===== src/hw/rtl/stt_queue.sv =====
// Token queue: takes up to four tokens a cycle, hands out one per cycle while ready.
module stt_queue #(
    parameter int W = 75,
    parameter int DEPTH_BITS = 3
) (
    input  logic          i_clk,
    input  logic          i_rst_n,
    input  logic [3:0]    i_vld,
    input  logic [4*W-1:0] i_data,
    output logic          o_room,
    output logic          o_valid,
    input  logic          i_ready,
    output logic [W-1:0]  o_data
);
    localparam int Depth = 1 << DEPTH_BITS;

    logic [W-1:0]        r_mem [Depth];
    logic [DEPTH_BITS-1:0] r_rd, r_wr;
    logic [DEPTH_BITS:0] r_cnt;
    logic [2:0]          push_n;
    logic                pop;

    assign push_n = 3'(i_vld[0]) + 3'(i_vld[1]) + 3'(i_vld[2]) + 3'(i_vld[3]);
    assign pop = o_valid && i_ready;
    assign o_valid = (r_cnt != '0);
    assign o_data = r_mem[r_rd];
    // Room for a full burst of four, judged on the count before this cycle's pop.
    assign o_room = (r_cnt <= (DEPTH_BITS+1)'(Depth - 4));

    // Store the burst in order.
    always_ff @(posedge i_clk) begin
        for (int j = 0; j < 4; j++)
            if (i_vld[j]) r_mem[r_wr + DEPTH_BITS'(j)] <= i_data[W*j +: W];
    end

    always_ff @(posedge i_clk) begin
        if (!i_rst_n) begin
            r_rd <= '0;
            r_wr <= '0;
            r_cnt <= '0;
        end else begin
            r_wr <= r_wr + DEPTH_BITS'(push_n);
            if (pop) r_rd <= r_rd + 1'b1;
            r_cnt <= r_cnt + (DEPTH_BITS+1)'(push_n) - (DEPTH_BITS+1)'(pop);
        end
    end
endmodule


===== config.mk =====
export PLATFORM = sky130hd
export DESIGN_NAME = stt_queue
export DESIGN_NICKNAME = d
export VERILOG_FILES = /design/src/hw/rtl/stt_queue.sv
export SDC_FILE = /design/constraint.sdc
export NUM_CORES = 2
export LEC_CHECK = 0
export BUFFER_PORTS_ARGS = -buffer_cell sky130_fd_sc_hd__buf_2
export CORE_MARGIN = 3
export CORE_UTILIZATION = 30
export CTS_CLUSTER_SIZE = 14
export DETAILED_ROUTE_END_ITERATION = 8
export GPL_ROUTABILITY_DRIVEN = 0
export GPL_TIMING_DRIVEN = 0
export MAX_ROUTING_LAYER = met4
export SYNTH_ARGS = -nofsm -noshare
export SYNTH_HDL_FRONTEND = slang
export SYNTH_SLANG_ARGS = --single-unit

===== constraint.sdc =====
create_clock -name i_clk -period 9.6 [get_ports i_clk]
set_clock_uncertainty 0.15 [all_clocks]
set_input_delay 0.48 -clock i_clk [delete_from_list [all_inputs] [get_ports i_clk]]
set_output_delay 0.48 -clock i_clk [all_outputs]
set_load 0.02 [all_outputs]

==> flow_metrics.py <==
metrics = {
    "timing": {
        "setup_viol": 0,
        "max_slew_margin": 0.120,
        "hold_ws_ns": 0.0229,
        "maxSlewViolCount": 0,
        "hold_viol": 0,
        "post-route-min-period_ns": 5.55,
        "finalCritPeriodShare": 0.579,
        "tightestPinTransition_ns": 1.32,
        "fmax_mhz": 180,
        "grt_setup_unrepaired": "no",
    },
    "clock_tree": {
        "cts_tree": "built",
        "ctsLongestPathBuffers": 3,
        "hold_buffers": 1,
        "root_buffer": "clkbuf_16",
        "clk_pin_slew_worst_paths_ns": 0.06,
        "cts_buffers": 73,
        "cts_num_sinks": 613,
        "clk-insertion-delay-late_ns": 0.66,
        "cts_setup_buffers": 0,
        "htreeDepth": 3,
        "post_cts_resized": 0,
    },
    "cells_and_area": {
        "fin_cells": 5401,
        "final_nets": 3932,
        "fin_area_sq_um": 44700,
        "area_delta_synth_final_pct": 15.9,
        "drive_gt1_frac": 0.165,
        "postLayoutCoreUtil": 0.353,
    },
    "detailed_routing": {
        "first_pass_iters": 6,
        "wire_per_inst_microns": 32.1,
        "drt_iter0_markers": 5254,
        "vias": 33500,
        "remaining_drc_errors": 0,
        "vias_per_cell": 6.20,
        "wirelength_microns": 173000,
        "ant_nets": 0,
    },
    "global_route": {
        "grt_overflow": 0,
        "antenna_found_initial": 82,
        "track_usage": 0.257,
        "grt_pass1_wl_microns": 240000,
        "grt_pass1_vias": 32400,
        "grt_max_degree": 14,
    },
    "synthesis": {
        "synth_edf_count": 600,
        "ys_ff_latch": 613,
        "synth_top_flop_cell": "edfxtp_1",
        "yosys_warnings": 0,
        "yosys.area.top_type": "edfxtp_1",
        "yosysUniqueCellTypes": 34,
        "yosys-top-cells-count": "600 x edfxtp_1, 596 x mux2i_1, 595 x a21oi_1",
        "synth.cell_area_sq_um": 38500,
        "syn_inst": 3369,
        "synth.most_common_cell": "edfxtp_1",
        "synth.yosys.seq_area_share": 0.474,
        "synth.area.top_cells": "edfxtp_1 47%, mux2i_1 15%, o22ai_1 9.6%, mux4_2 8.8%, a21oi_1 7.7%",
        "synth_nets": 3691,
        "yosysTopAreaCellShare": 0.468,
        "synth-async-reset-ratio": 0,
        "syn_avg_cell_area_sq_um": 11.4,
    },
    "worst_setup_path": {
        "critPathMaxFanout": 11,
        "startpoint_type": "flop",
        "cp.arrival_ns": 5.80,
        "r2r_start": "r_wr[0]",
        "critPathKind": "flop to flop",
        "critPathCaptureType": "flop",
        "r2r_cells": 11,
        "required_ns": 9.84,
        "crit_start": "r_wr[0]",
    },
    "run_status": {
        "status": "finished clean",
    },
    "power": {
        "p_switching_mw": 6.00,
        "swShare": 0.406,
        "leakage_nw": 17.6,
        "finalPower_mw": 14.8,
        "seq_power_share": 0.331,
        "p_int_mw": 8.79,
        "clock_power_share": 0.195,
        "ir_drop_mv": 0.163,
        "share_comb_of_total_power": 0.473,
        "powerDensity_nw_per_um2": 331,
    },
    "hold_path": {
        "worstHoldStart": "i_ready",
        "holdCritPathClass": "input pin to flop",
        "hold_depth": 3,
    },
    "floorplanning": {
        "initial_utilization": 0.304,
        "die_w_microns": 364,
        "top_level_ports": 384,
        "std_cell_rows": 130,
        "die-area_sq_um": 133000,
        "die_h_microns": 364,
        "core_area_sq_um": 127000,
    },
    "place": {
        "dp_hpwl_microns": 119000,
        "io_buffers": 86,
        "dp_cells": 5184,
        "dpl-instance-area_sq_um": 42100,
    },
    "flow_run": {
        "cap_violations": 0,
    },
}
## worst max-delay path, stage by stage (launching register included)
cell and delay [ns]:
dfxtp_1 0.50, buf_2 0.33, inv_1 0.16, ha_1 0.35
clkbuf_1 0.23, nand3_1 0.44, clkbuf_1 0.89, buf_1 0.61
nand4_1 0.83, buf_8 0.44, buf_8 0.18, buf_6 0.16
## metrics by stage
stage / setup TNS, ns / setup slack (ns)
floorplan: -75.14 / -0.501
global placement: -2634.09 / -12.08
detailed placement: 0 / 4.35
CTS: 0 / 4.34
global route: 0 / 4.06
finish: 0 / 4.05
## area by class of cell
cell class,count,area (sq um)
buffer,606,2410
inverter,17,63.8
tap,1650,2060
fill,12600,81900
timing repair buffer,166,1420
multi-input combinational,2133,17800
sequential,613,18300
clock buffer,96,2000
antenna,82,205
clock inverter,38,409
## worst paths after layout
check | to | slack [ns]
worst max-delay path | r_mem[5][43] | 4.05
worst min-delay path | flop | 0.02
worst max register to register | r_mem[5][43] | 4.05
worst min register to register | flop | 0.36
## per-layer routing
| metal | vias to the layer above | track usage | share of wire |
|---|---|---|---|
| li1 | 13900 | - | - |
| met1 | 16600 | 0.308 | 0.37 |
| met2 | 2575 | 0.395 | 0.46 |
| met3 | 494 | 0.0954 | 0.14 |
| met4 | 0 | 0.0968 | 0.036 |
| met5 | - | - | 0 |
## cell usage in the layout (no fill, tap or decap), types with 13 or more instances in the layout
cell / count
edfxtp_1: 600
mux2i_1: 596
a21oi_1: 595
o22ai_1: 594
clkbuf_1: 288
buf_1: 232
buf_2: 186
mux4_2: 150
diode_2: 82
mux2_2: 79
clkbuf_16: 75
buf_4: 28
buf_6: 26
buf_8: 22
nand2_1: 18
inv_1: 17
and2_1: 17
dfxtp_1: 13
## flip-flops by register name (all words and copies together) (netlist names), named ones only
name and flops:
r_wr 3, r_cnt 4, r_mem 600, r_rd 3
## power groups by stage
| stage | Combinational [mW] | Sequential (mW) | Clock (mW) |
|---|---|---|---|
| 6_report | 7.00 | 4.90 | 2.89 |
| 2_1_floorplan | 3.97 | 5.08 | 0 |
| 5_1_grt | 7.26 | 4.98 | 2.99 |
| 4_1_cts | 6.85 | 4.89 | 2.89 |
| 3_5_place_dp | 6.82 | 4.95 | 0 |
| 3_3_place_gp | 6.19 | 5.50 | 0 |
## cells by family (layout without fill, tap and decap cells)
kind of cell / Yosys count / in the layout / share of synthesized area
compound gates: 1203 / 1203 / 0.177
mux: 825 / 825 / 0.266
buf+inv: 623 / 923 / 0.0642
flops: 613 / 613 / 0.474
simple gates: 79 / 79 / 0.0109
fa+ha+maj: 15 / 15 / 0.00546
xor+xnor: 11 / 11 / 0.00250
other cells: 0 / 82 / 0
No activity file was read; power rests on OpenSTA's default activity.
