===== config.mk =====
export PLATFORM = sky130hd
export DESIGN_NAME = stt_scan
export DESIGN_NICKNAME = d
export VERILOG_FILES = /design/src/hw/rtl/stt_pkg.sv /design/src/hw/rtl/stt_scan.sv
export SDC_FILE = /design/constraint.sdc
export NUM_CORES = 2
export LEC_CHECK = 0
export BUFFER_PORTS_ARGS = -buffer_cell sky130_fd_sc_hd__buf_2
export CAP_MARGIN = 20
export CORE_MARGIN = 2
export CORE_UTILIZATION = 35
export CTS_BUF_LIST = sky130_fd_sc_hd__clkbuf_4 sky130_fd_sc_hd__clkbuf_8
export DETAILED_ROUTE_END_ITERATION = 8
export GPL_TIMING_DRIVEN = 0
export PLACE_DENSITY = 0.51
export SYNTH_ARGS = -nofsm -noshare
export SYNTH_HDL_FRONTEND = slang
export SYNTH_SLANG_ARGS = --single-unit

===== constraint.sdc =====
create_clock -name i_clk -period 9.95 [get_ports i_clk]
set_input_delay 0.4975 -clock i_clk [delete_from_list [all_inputs] [get_ports i_clk]]
set_output_delay 0.4975 -clock i_clk [all_outputs]
set_load 0.005 [all_outputs]

===== src/hw/rtl/stt_pkg.sv =====
// Shared types and constants of the source text tokenizer.
package stt_pkg;

    localparam int KindBits = 6;
    localparam int MaxTok   = 4;

    typedef logic [KindBits-1:0] t_kind;

    localparam t_kind K_COLON  = 6'd0;
    localparam t_kind K_SEMI   = 6'd1;
    localparam t_kind K_LPAR   = 6'd2;
    localparam t_kind K_RPAR   = 6'd3;
    localparam t_kind K_COMMA  = 6'd4;
    localparam t_kind K_LBRC   = 6'd5;
    localparam t_kind K_RBRC   = 6'd6;
    localparam t_kind K_PLUS   = 6'd7;
    localparam t_kind K_MINUS  = 6'd8;
    localparam t_kind K_STAR   = 6'd9;
    localparam t_kind K_SLASH  = 6'd10;
    localparam t_kind K_AMP    = 6'd11;
    localparam t_kind K_PIPE   = 6'd12;
    localparam t_kind K_EQEQ   = 6'd13;
    localparam t_kind K_BANGEQ = 6'd14;
    localparam t_kind K_BANG   = 6'd15;
    localparam t_kind K_LSHIFT = 6'd16;
    localparam t_kind K_LTE    = 6'd17;
    localparam t_kind K_LT     = 6'd18;
    localparam t_kind K_GTE    = 6'd19;
    localparam t_kind K_GT     = 6'd20;
    localparam t_kind K_KW0    = 6'd21;
    localparam t_kind K_ID     = 6'd37;
    localparam t_kind K_INT    = 6'd38;
    localparam t_kind K_STR    = 6'd39;
    localparam t_kind K_SEC0   = 6'd40;
    localparam t_kind K_EOF    = 6'd43;
    localparam t_kind K_ERR    = 6'd44;
    localparam t_kind K_NONE   = 6'd63;

    // Scanner modes, one-hot.
    typedef enum logic [11:0] {
        M_IDLE    = 12'b000000000001,
        M_SLASH   = 12'b000000000010,
        M_COMMENT = 12'b000000000100,
        M_LT      = 12'b000000001000,
        M_BLOCK   = 12'b000000010000,
        M_SECTION = 12'b000000100000,
        M_IDENT   = 12'b000001000000,
        M_NUMBER  = 12'b000010000000,
        M_STRING  = 12'b000100000000,
        M_EQ      = 12'b001000000000,
        M_BANG    = 12'b010000000000,
        M_GT      = 12'b100000000000
    } t_mode;

    // Keyword text, padded with zero bytes, first letter in the low byte.
    function automatic logic [7:0] kw_char(input int unsigned k, input int unsigned i);
        logic [47:0] s;
        case (k)
            0:  s = {24'h0, "rav"};
            1:  s = {24'h0, "tni"};
            2:  s = {24'h0, "rts"};
            3:  s = "labolg";
            4:  s = {32'h0, "fi"};
            5:  s = {16'h0, "file"};
            6:  s = {16'h0, "esle"};
            7:  s = {16'h0, "pool"};
            8:  s = {8'h0, "poolu"};
            9:  s = {8'h0, "kaerb"};
            10: s = {16'h0, "pmuj"};
            11: s = {24'h0, "lip"};
            12: s = {24'h0, "nic"};
            13: s = {24'h0, "dna"};
            14: s = {32'h0, "ro"};
            default: s = {24'h0, "ton"};
        endcase
        kw_char = (i < 6) ? s[8*i +: 8] : 8'h00;
    endfunction

    function automatic logic [2:0] kw_len(input int unsigned k);
        case (k)
            3: kw_len = 3'd6;
            4, 14: kw_len = 3'd2;
            5, 6, 7, 10: kw_len = 3'd4;
            8, 9: kw_len = 3'd5;
            default: kw_len = 3'd3;
        endcase
    endfunction

    function automatic logic [7:0] sec_char(input int unsigned k, input int unsigned i);
        logic [39:0] s;
        case (k)
            0: s = {8'h0, "atad"};
            1: s = "trats";
            default: s = {16'h0, "dne"};
        endcase
        sec_char = (i < 5) ? s[8*i +: 8] : 8'h00;
    endfunction

    function automatic logic [2:0] sec_len(input int unsigned k);
        case (k)
            0: sec_len = 3'd4;
            1: sec_len = 3'd5;
            default: sec_len = 3'd3;
        endcase
    endfunction

    // Text of the open marker "<begin>" and close marker "<end>".
    function automatic logic [7:0] open_char(input logic [2:0] i);
        case (i)
            3'd0: open_char = "<";
            3'd1: open_char = "b";
            3'd2: open_char = "e";
            3'd3: open_char = "g";
            3'd4: open_char = "i";
            3'd5: open_char = "n";
            3'd6: open_char = ">";
            default: open_char = 8'h00;
        endcase
    endfunction

    function automatic logic [7:0] close_char(input logic [2:0] i);
        case (i)
            3'd0: close_char = "<";
            3'd1: close_char = "e";
            3'd2: close_char = "n";
            3'd3: close_char = "d";
            3'd4: close_char = ">";
            default: close_char = 8'h00;
        endcase
    endfunction

    function automatic logic is_space(input logic [7:0] c);
        is_space = (c == 8'h20) || (c >= 8'd9 && c <= 8'd13);
    endfunction
    function automatic logic is_digit(input logic [7:0] c);
        is_digit = (c >= "0") && (c <= "9");
    endfunction
    function automatic logic is_alpha(input logic [7:0] c);
        is_alpha = (c >= "a" && c <= "z") || (c >= "A" && c <= "Z");
    endfunction

    function automatic t_kind punct_kind(input logic [7:0] c);
        case (c)
            ":": punct_kind = K_COLON;
            ";": punct_kind = K_SEMI;
            "(": punct_kind = K_LPAR;
            ")": punct_kind = K_RPAR;
            ",": punct_kind = K_COMMA;
            "{": punct_kind = K_LBRC;
            "}": punct_kind = K_RBRC;
            "+": punct_kind = K_PLUS;
            "-": punct_kind = K_MINUS;
            "*": punct_kind = K_STAR;
            "&": punct_kind = K_AMP;
            "|": punct_kind = K_PIPE;
            default: punct_kind = K_NONE;
        endcase
    endfunction

endpackage


===== src/hw/rtl/stt_scan.sv =====
// Scanner core: one source byte in, up to four tokens out, at most three mode passes per byte.
module stt_scan #(
    parameter int OFFSET_BITS = 24,
    parameter int LINE_BITS   = 20
) (
    input  logic                 i_clk,
    input  logic                 i_rst_n,
    input  logic                 i_step,
    input  logic [7:0]           i_ch,
    input  logic                 i_last,
    input  logic [LINE_BITS-1:0] i_first_line,
    output logic [3:0]           o_tok_vld,
    output logic [6*4-1:0]       o_tok_kind,
    output logic [OFFSET_BITS*4-1:0] o_tok_start,
    output logic [OFFSET_BITS*4-1:0] o_tok_len,
    output logic [LINE_BITS*4-1:0]   o_tok_line
);
    import stt_pkg::*;

    localparam logic [OFFSET_BITS-1:0] OffMax = '1;
    localparam logic [LINE_BITS-1:0]   LnMax  = '1;

    t_mode                  r_mode, n_mode;
    logic [OFFSET_BITS-1:0] r_off, n_off;
    logic [LINE_BITS-1:0]   r_line, n_line;
    logic [OFFSET_BITS-1:0] r_tstart, n_tstart;
    logic [OFFSET_BITS-1:0] r_tlen, n_tlen;
    logic [15:0]            r_kw, n_kw;
    logic [2:0]             r_sec, n_sec;
    logic [2:0]             r_mm, n_mm;

    // Token list built for this byte.
    logic [2:0] cnt;
    t_kind      e_kind [MaxTok];
    logic [OFFSET_BITS-1:0] e_start [MaxTok];
    logic [OFFSET_BITS-1:0] e_len [MaxTok];
    logic [LINE_BITS-1:0]   e_line [MaxTok];

    function automatic logic [OFFSET_BITS-1:0] inc_o(input logic [OFFSET_BITS-1:0] v);
        inc_o = (v == OffMax) ? v : v + 1'b1;
    endfunction

    // Keyword candidate update for one letter at index idx.
    function automatic logic [15:0] kw_step(input logic [15:0] kw,
                                            input logic [OFFSET_BITS-1:0] idx,
                                            input logic [7:0] c);
        logic [15:0] r;
        r = kw;
        for (int i = 0; i < 16; i++) begin
            if (idx >= OFFSET_BITS'(kw_len(i)) || kw_char(i, idx[2:0]) != c || idx > 7)
                r[i] = 1'b0;
        end
        kw_step = r;
    endfunction

    function automatic t_kind id_kind(input logic [15:0] kw,
                                      input logic [OFFSET_BITS-1:0] len);
        t_kind k;
        k = K_ID;
        for (int i = 0; i < 16; i++) begin
            if (kw[i] && len == OFFSET_BITS'(kw_len(i)))
                k = K_KW0 + t_kind'(i);
        end
        id_kind = k;
    endfunction

    always_comb begin
        logic [7:0] c;
        logic       again;
        logic [2:0] m;
        logic [OFFSET_BITS-1:0] idx;
        logic       hit;
        c = i_ch;
        m = '0;
        idx = '0;
        hit = 1'b0;
        n_mode = r_mode;
        n_off = r_off;
        n_line = r_line;
        n_tstart = r_tstart;
        n_tlen = r_tlen;
        n_kw = r_kw;
        n_sec = r_sec;
        n_mm = r_mm;
        cnt = '0;
        for (int j = 0; j < MaxTok; j++) begin
            e_kind[j] = K_NONE;
            e_start[j] = '0;
            e_len[j] = '0;
            e_line[j] = '0;
        end
        again = 1'b1;
        // Run the mode machine, at most three passes per byte.
        for (int p = 0; p < 3; p++) begin
            if (again) begin
                again = 1'b0;
                case (n_mode)
                    M_SLASH: begin
                        if (c == "/") n_mode = M_COMMENT;
                        else begin
                            e_kind[cnt[1:0]] = K_SLASH; e_start[cnt[1:0]] = n_tstart;
                            e_len[cnt[1:0]] = OFFSET_BITS'(1); cnt = cnt + 1'b1;
                            n_mode = M_IDLE; again = 1'b1;
                        end
                    end
                    M_COMMENT: if (c == 8'h0A) n_mode = M_IDLE;
                    M_LT: begin
                        if (n_mm < 3'd7 && c == open_char(n_mm)) begin
                            n_mm = n_mm + 1'b1;
                            if (n_mm == 3'd7) begin n_mode = M_BLOCK; n_mm = '0; end
                        end else if (n_mm <= 3'd1) begin
                            n_mode = M_IDLE;
                            e_start[cnt[1:0]] = n_tstart;
                            if (c == "<") begin
                                e_kind[cnt[1:0]] = K_LSHIFT; e_len[cnt[1:0]] = OFFSET_BITS'(2);
                            end else if (c == "=") begin
                                e_kind[cnt[1:0]] = K_LTE; e_len[cnt[1:0]] = OFFSET_BITS'(2);
                            end else begin
                                e_kind[cnt[1:0]] = K_LT; e_len[cnt[1:0]] = OFFSET_BITS'(1);
                                again = 1'b1;
                            end
                            cnt = cnt + 1'b1;
                        end else begin
                            // Replay the matched letters as an identifier.
                            e_kind[cnt[1:0]] = K_LT; e_start[cnt[1:0]] = n_tstart;
                            e_len[cnt[1:0]] = OFFSET_BITS'(1); cnt = cnt + 1'b1;
                            m = n_mm;
                            n_tstart = inc_o(n_tstart);
                            n_tlen = '0;
                            n_kw = '1;
                            n_mode = M_IDENT;
                            for (int i = 1; i < 6; i++) begin
                                if (i < m) begin
                                    n_kw = kw_step(n_kw, n_tlen, open_char(3'(i)));
                                    n_tlen = inc_o(n_tlen);
                                end
                            end
                            again = 1'b1;
                        end
                    end
                    M_BLOCK: begin
                        if (n_mm < 3'd5 && c == close_char(n_mm)) begin
                            n_mm = n_mm + 1'b1;
                            if (n_mm == 3'd5) begin n_mode = M_IDLE; n_mm = '0; end
                        end else n_mm = (c == "<") ? 3'd1 : 3'd0;
                    end
                    M_SECTION: begin
                        if (is_alpha(c) || is_digit(c)) begin
                            idx = n_tlen - 1'b1;
                            for (int i = 0; i < 3; i++)
                                if (idx >= OFFSET_BITS'(sec_len(i)) || idx > 7
                                    || sec_char(i, idx[2:0]) != c)
                                    n_sec[i] = 1'b0;
                            n_tlen = inc_o(n_tlen);
                        end else begin
                            hit = 1'b0;
                            for (int i = 0; i < 3; i++) begin
                                if (!hit && n_sec[i]
                                    && n_tlen - 1'b1 == OFFSET_BITS'(sec_len(i))) begin
                                    hit = 1'b1;
                                    e_kind[cnt[1:0]] = K_SEC0 + t_kind'(i);
                                end
                            end
                            if (hit) begin
                                e_start[cnt[1:0]] = n_tstart; e_len[cnt[1:0]] = n_tlen;
                                cnt = cnt + 1'b1;
                            end
                            n_mode = M_IDLE; again = 1'b1;
                        end
                    end
                    M_IDENT: begin
                        if (is_alpha(c) || is_digit(c) || c == "_") begin
                            n_kw = kw_step(n_kw, n_tlen, c);
                            n_tlen = inc_o(n_tlen);
                        end else begin
                            e_kind[cnt[1:0]] = id_kind(n_kw, n_tlen);
                            e_start[cnt[1:0]] = n_tstart; e_len[cnt[1:0]] = n_tlen;
                            cnt = cnt + 1'b1;
                            n_mode = M_IDLE; again = 1'b1;
                        end
                    end
                    M_NUMBER: begin
                        if (is_digit(c)) n_tlen = inc_o(n_tlen);
                        else begin
                            e_kind[cnt[1:0]] = K_INT;
                            e_start[cnt[1:0]] = n_tstart; e_len[cnt[1:0]] = n_tlen;
                            cnt = cnt + 1'b1;
                            n_mode = M_IDLE; again = 1'b1;
                        end
                    end
                    M_STRING: begin
                        if (c == "\"") begin
                            e_kind[cnt[1:0]] = K_STR;
                            e_start[cnt[1:0]] = n_tstart; e_len[cnt[1:0]] = n_tlen;
                            cnt = cnt + 1'b1;
                            n_mode = M_IDLE;
                        end else n_tlen = inc_o(n_tlen);
                    end
                    M_EQ, M_BANG, M_GT: begin
                        e_start[cnt[1:0]] = n_tstart;
                        if (c == "=") begin
                            e_kind[cnt[1:0]] = (n_mode == M_EQ) ? K_EQEQ :
                                               (n_mode == M_BANG) ? K_BANGEQ : K_GTE;
                            e_len[cnt[1:0]] = OFFSET_BITS'(2);
                        end else begin
                            e_kind[cnt[1:0]] = (n_mode == M_EQ) ? K_ERR :
                                               (n_mode == M_BANG) ? K_BANG : K_GT;
                            e_len[cnt[1:0]] = OFFSET_BITS'(1);
                            again = 1'b1;
                        end
                        cnt = cnt + 1'b1;
                        n_mode = M_IDLE;
                    end
                    default: begin
                        n_mode = M_IDLE;
                        n_tstart = r_off;
                        n_tlen = '0;
                        if (is_space(c)) begin
                        end else if (c == "/") n_mode = M_SLASH;
                        else if (c == "<") begin n_mode = M_LT; n_mm = 3'd1; end
                        else if (c == ".") begin
                            n_mode = M_SECTION; n_tlen = OFFSET_BITS'(1); n_sec = '1;
                        end else if (c == "=") n_mode = M_EQ;
                        else if (c == "!") n_mode = M_BANG;
                        else if (c == ">") n_mode = M_GT;
                        else if (c == "\"") begin
                            n_mode = M_STRING; n_tstart = inc_o(r_off);
                        end else if (is_alpha(c) || c == "_") begin
                            n_mode = M_IDENT;
                            n_kw = kw_step(16'hFFFF, '0, c);
                            n_tlen = OFFSET_BITS'(1);
                        end else if (is_digit(c)) begin
                            n_mode = M_NUMBER; n_tlen = OFFSET_BITS'(1);
                        end else if (punct_kind(c) != K_NONE) begin
                            e_kind[cnt[1:0]] = punct_kind(c);
                            e_start[cnt[1:0]] = r_off; e_len[cnt[1:0]] = OFFSET_BITS'(1);
                            cnt = cnt + 1'b1;
                        end
                    end
                endcase
            end
        end
        // Tokens formed by the passes carry the line count before this byte.
        for (int j = 0; j < MaxTok; j++) e_line[j] = r_line;
        if (c == 8'h0A) n_line = (n_line == LnMax) ? n_line : n_line + 1'b1;
        n_off = inc_o(r_off);
        // Flush the pending token and close with EOF on the last byte, if a slot is left.
        if (i_last) begin
            case (n_mode)
                M_SLASH, M_EQ, M_BANG, M_GT: begin
                    e_kind[cnt[1:0]] = (n_mode == M_SLASH) ? K_SLASH :
                                       (n_mode == M_EQ) ? K_ERR :
                                       (n_mode == M_BANG) ? K_BANG : K_GT;
                    e_start[cnt[1:0]] = n_tstart; e_len[cnt[1:0]] = OFFSET_BITS'(1);
                    e_line[cnt[1:0]] = n_line; cnt = cnt + 1'b1;
                end
                M_LT: begin
                    e_kind[cnt[1:0]] = K_LT; e_start[cnt[1:0]] = n_tstart;
                    e_len[cnt[1:0]] = OFFSET_BITS'(1); e_line[cnt[1:0]] = n_line;
                    cnt = cnt + 1'b1;
                    if (n_mm > 3'd1) begin
                        m = n_mm;
                        n_tstart = inc_o(n_tstart);
                        n_tlen = '0;
                        n_kw = '1;
                        for (int i = 1; i < 6; i++) begin
                            if (i < m) begin
                                n_kw = kw_step(n_kw, n_tlen, open_char(3'(i)));
                                n_tlen = inc_o(n_tlen);
                            end
                        end
                        e_kind[cnt[1:0]] = id_kind(n_kw, n_tlen);
                        e_start[cnt[1:0]] = n_tstart; e_len[cnt[1:0]] = n_tlen;
                        e_line[cnt[1:0]] = n_line; cnt = cnt + 1'b1;
                    end
                end
                M_SECTION: begin
                    hit = 1'b0;
                    for (int i = 0; i < 3; i++) begin
                        if (!hit && n_sec[i] && n_tlen - 1'b1 == OFFSET_BITS'(sec_len(i))) begin
                            hit = 1'b1;
                            e_kind[cnt[1:0]] = K_SEC0 + t_kind'(i);
                        end
                    end
                    if (hit) begin
                        e_start[cnt[1:0]] = n_tstart; e_len[cnt[1:0]] = n_tlen;
                        e_line[cnt[1:0]] = n_line; cnt = cnt + 1'b1;
                    end
                end
                M_IDENT, M_NUMBER, M_STRING: begin
                    e_kind[cnt[1:0]] = (n_mode == M_IDENT) ? id_kind(n_kw, n_tlen) :
                                       (n_mode == M_NUMBER) ? K_INT : K_STR;
                    e_start[cnt[1:0]] = n_tstart; e_len[cnt[1:0]] = n_tlen;
                    e_line[cnt[1:0]] = n_line; cnt = cnt + 1'b1;
                end
                default: begin
                end
            endcase
            if (cnt < 3'd4) begin
                e_kind[cnt[1:0]] = K_EOF; e_start[cnt[1:0]] = n_off;
                e_len[cnt[1:0]] = '0; e_line[cnt[1:0]] = n_line;
                cnt = cnt + 1'b1;
            end
            n_mode = M_IDLE;
            n_off = '0;
            n_line = i_first_line;
            n_tstart = '0;
            n_tlen = '0;
            n_kw = '1;
            n_sec = '1;
            n_mm = '0;
        end
    end

    // Pack the token list for the output queue.
    always_comb begin
        for (int j = 0; j < MaxTok; j++) begin
            o_tok_vld[j] = i_step && (cnt > 3'(j));
            o_tok_kind[6*j +: 6] = e_kind[j];
            o_tok_start[OFFSET_BITS*j +: OFFSET_BITS] = e_start[j];
            o_tok_len[OFFSET_BITS*j +: OFFSET_BITS] = e_len[j];
            o_tok_line[LINE_BITS*j +: LINE_BITS] = e_line[j];
        end
    end

    // Advance scanner state on each accepted byte.
    always_ff @(posedge i_clk) begin
        if (!i_rst_n) begin
            r_mode <= M_IDLE;
            r_off <= '0;
            r_line <= LINE_BITS'(1);
            r_tstart <= '0;
            r_tlen <= '0;
            r_kw <= '1;
            r_sec <= '1;
            r_mm <= '0;
        end else if (i_step) begin
            r_mode <= n_mode;
            r_off <= n_off;
            r_line <= n_line;
            r_tstart <= n_tstart;
            r_tlen <= n_tlen;
            r_kw <= n_kw;
            r_sec <= n_sec;
            r_mm <= n_mm;
        end
    end
endmodule


==> out/results.tsv <==
metric	value	unit
status	complete, but fails checks	
violated checks	design-rule violations, negative setup slack	
Placed Instances	5924	
maxcap violations	0	
final worst slack	-392	ps
drt total wl	246	mm
hold_ws	266	ps
GRT Total Usage	56.6	%
combinational share of power	48.7	%
syn nets	4609	
proportion of layout cells with a drive suffix above 1	20.9	%
Worst setup SP type	input pin	
clock power share	26.9	%
CTS tree	done	
IO Pins	332	
slowest stage delay, CP	650	ps
number of routed nets with antenna violations	0	
GRT busiest layer	met2	
WP data required	9450	ps
CP arrival	9840	ps
Post-synth EDFFs	0	
synthesized instance count	4513	
Yosys warning count	0	
maximum number of pins on one net before global-route repair	20	
grt met3 use	24.4	%
P_sw	1.03	mW
Hold Fails Final Rpt	0	
DR pass1 iterations	9	
clock skew	48.2	ps
Pwr per Cell Area	60.8	nW/µm²
Cell variety after synth	144	
clock transition at the registers of the reported paths	100	ps
critical path class	input pin to output port	
slew margin rel.	10.4	%
PortBufs	327	
clk root buf	clkbuf_8	
met2 global-route usage	78.4	%
DIE AREA	82300	µm²
top_reg_cell synth	dfxtp_1	
Final Net Count	5144	
commonest non-fill, non-tap cell in the layout	nand2_1	
core area	79100	µm²
P_leak	12.9	nW
worst slew pin tran	1340	ps
class of the worst hold path	input pin to flip-flop	
initial antenna violation count	20	
Crit path top cell by count	ha_4	
vias per inst	7.41	
maximum clock path buffer count	2	
Die Wd	287	µm
sequential share of the synthesized area	9.00	%
RSZ-0062 raised after global routing	true	
clock sink total	126	
fmax	96.7	MHz
final number of setup-violating endpoints	244	
DPL Wire Length	191	mm
Cell Rows	103	
most frequent cells in the layout	nand2_1 (504), nor2_1 (486), a21oi_1 (428), buf_2 (375), o21ai_0 (311)	
Power, Total	2.13	mW
met1 Use GR	66.9	%
Netlist Area Pre-Place	28000	µm²
number of global-route vias before repair	40600	
switching share of power	48.4	%
vias post-DR	45400	
First DRT Iteration DRCs	8141	
worst-skew pair later-pin latency	620	ps
Crit-path slowest cell	nor4b_4	
Finished Layout Cells	6124	
Final Slew Violations	0	
H-tree levels	4	
grt total ovfl	0	
Tmin final	10340	ps
initial core utilization	35.4	%
Avg Inst Size Synth	6.21	µm²
flip-flop and latch count after synthesis	126	
final RePlAce weighted congestion	1.13	
Die H	287	µm
Power Internal	1.10	mW
Final Cycle Share	104	%
Post-CTS Hold Buffers	0	
final setup TNS	-30110	ps
Crit. End Element	output port	
Wirelength per Cell	40.1	µm
Area growth syn-to-layout	24.8	%
first-pass GRT wire length	329	mm
sequential power share	24.3	%
CP Max Fanout	11	
ys async rst share	0	%
CTS Buf Count	17	
maximum VDD drop	0.0845	mV
DRC violation count after routing	14	
synthesized netlist by cell type, drive strengths merged (57+ instances only):
library cell	n	area [µm²]
a22oi	107	808
ha	63	788
nor3	139	743
buf	113	588
nand3	167	871
nor4	57	454
nand2	527	1980
a31oi	76	509
inv	91	342
and3	67	424
xnor2	85	752
o22ai	115	719
nor2b	101	637
dfxtp	126	2520
nor2	511	1940
nand4	65	428
clkbuf	310	1160
o21ai	404	2050
a21oi	459	2350
registers in the layout (all words and copies together), names as in the netlist:
register  count
r_off        24
r_mode       12
r_mm          3
r_tlen       24
r_sec         3
r_kw         16
r_line       20
r_tstart     24
cell families after synthesis:
logic type	share of synthesized area, %
DFF	9.00
adders and majority gates	2.89
muxes	1.05
xor gates and xnor gates	4.40
and+or+nand+nor	33.5
buffers and inverters	7.49
AOI/OAI and AO/OA	41.6
power groups by stage:
stage / combinational (mW) / clock, mW / sequential [mW]
after floorplan: 0.420 / 0 / 0.526
after global placement: 0.815 / 0 / 0.529
after detailed placement: 0.819 / 0 / 0.529
after CTS: 0.898 / 0.569 / 0.517
after global routing: 1.02 / 0.587 / 0.518
final: 1.04 / 0.573 / 0.517
critical path, delay by kind of cell:
kind | cells | cell delay, ps
buf+inv | 11 | 2670
compound gates | 11 | 2670
simple gates | 9 | 2530
fa+ha+maj | 4 | 870
mux | 1 | 350
xor+xnor | 1 | 200
repair_timing:
item / 4_1_cts / 5_1_grt
resized for setup: 288 / 165
setup buffers: 108 / 43
endpoints found under the setup margin: 300 / 300
pin swaps: 53 / 58
cloned: 1 / 3
layout make-up:
class / instances / area [µm²]
antenna: 13 / 32.5
buffer: 409 / 2040
clock buffer: 19 / 249
clock inverter: 13 / 188
fill: 8579 / 44200
inverter: 92 / 382
multi-input combinational: 3872 / 24700
sequential: 126 / 2530
tap: 1050 / 1310
timing repair buffer: 530 / 3550
routing by layer:
layer / vias up / routed length (µm) / share of wire (%)
met4: 20 / 26000 / 11
met3: 1334 / 37000 / 15
met5: - / 164 / 0.067
met2: 4427 / 95400 / 39
li1: 18000 / - / -
met1: 21600 / 87200 / 35
through the flow:
stage               cell area [µm²]  setup slack [ps]  utilization [%]
floorplan                     28000               988                -
global placement              31000             -3450             39.1
detailed placement            31400             -3470             39.6
CTS                           33700              2.31             42.6
global route                  34900              -156             44.1
finish                        35000              -392             44.2
worst paths after layout:
kind / start / endpoint / slack (ps) / cells past startpoint
max reg2reg: r_mode[6] / r_tstart[7] / 2280 / 16
min reg2reg: r_kw[13] / r_kw[13] / 560 / 2
max: i_ch[4] / o_tok_len[25] / -390 / 37
min: i_first_line[17] / r_line[17] / 270 / 4
Power figures use the tool's default switching activity.
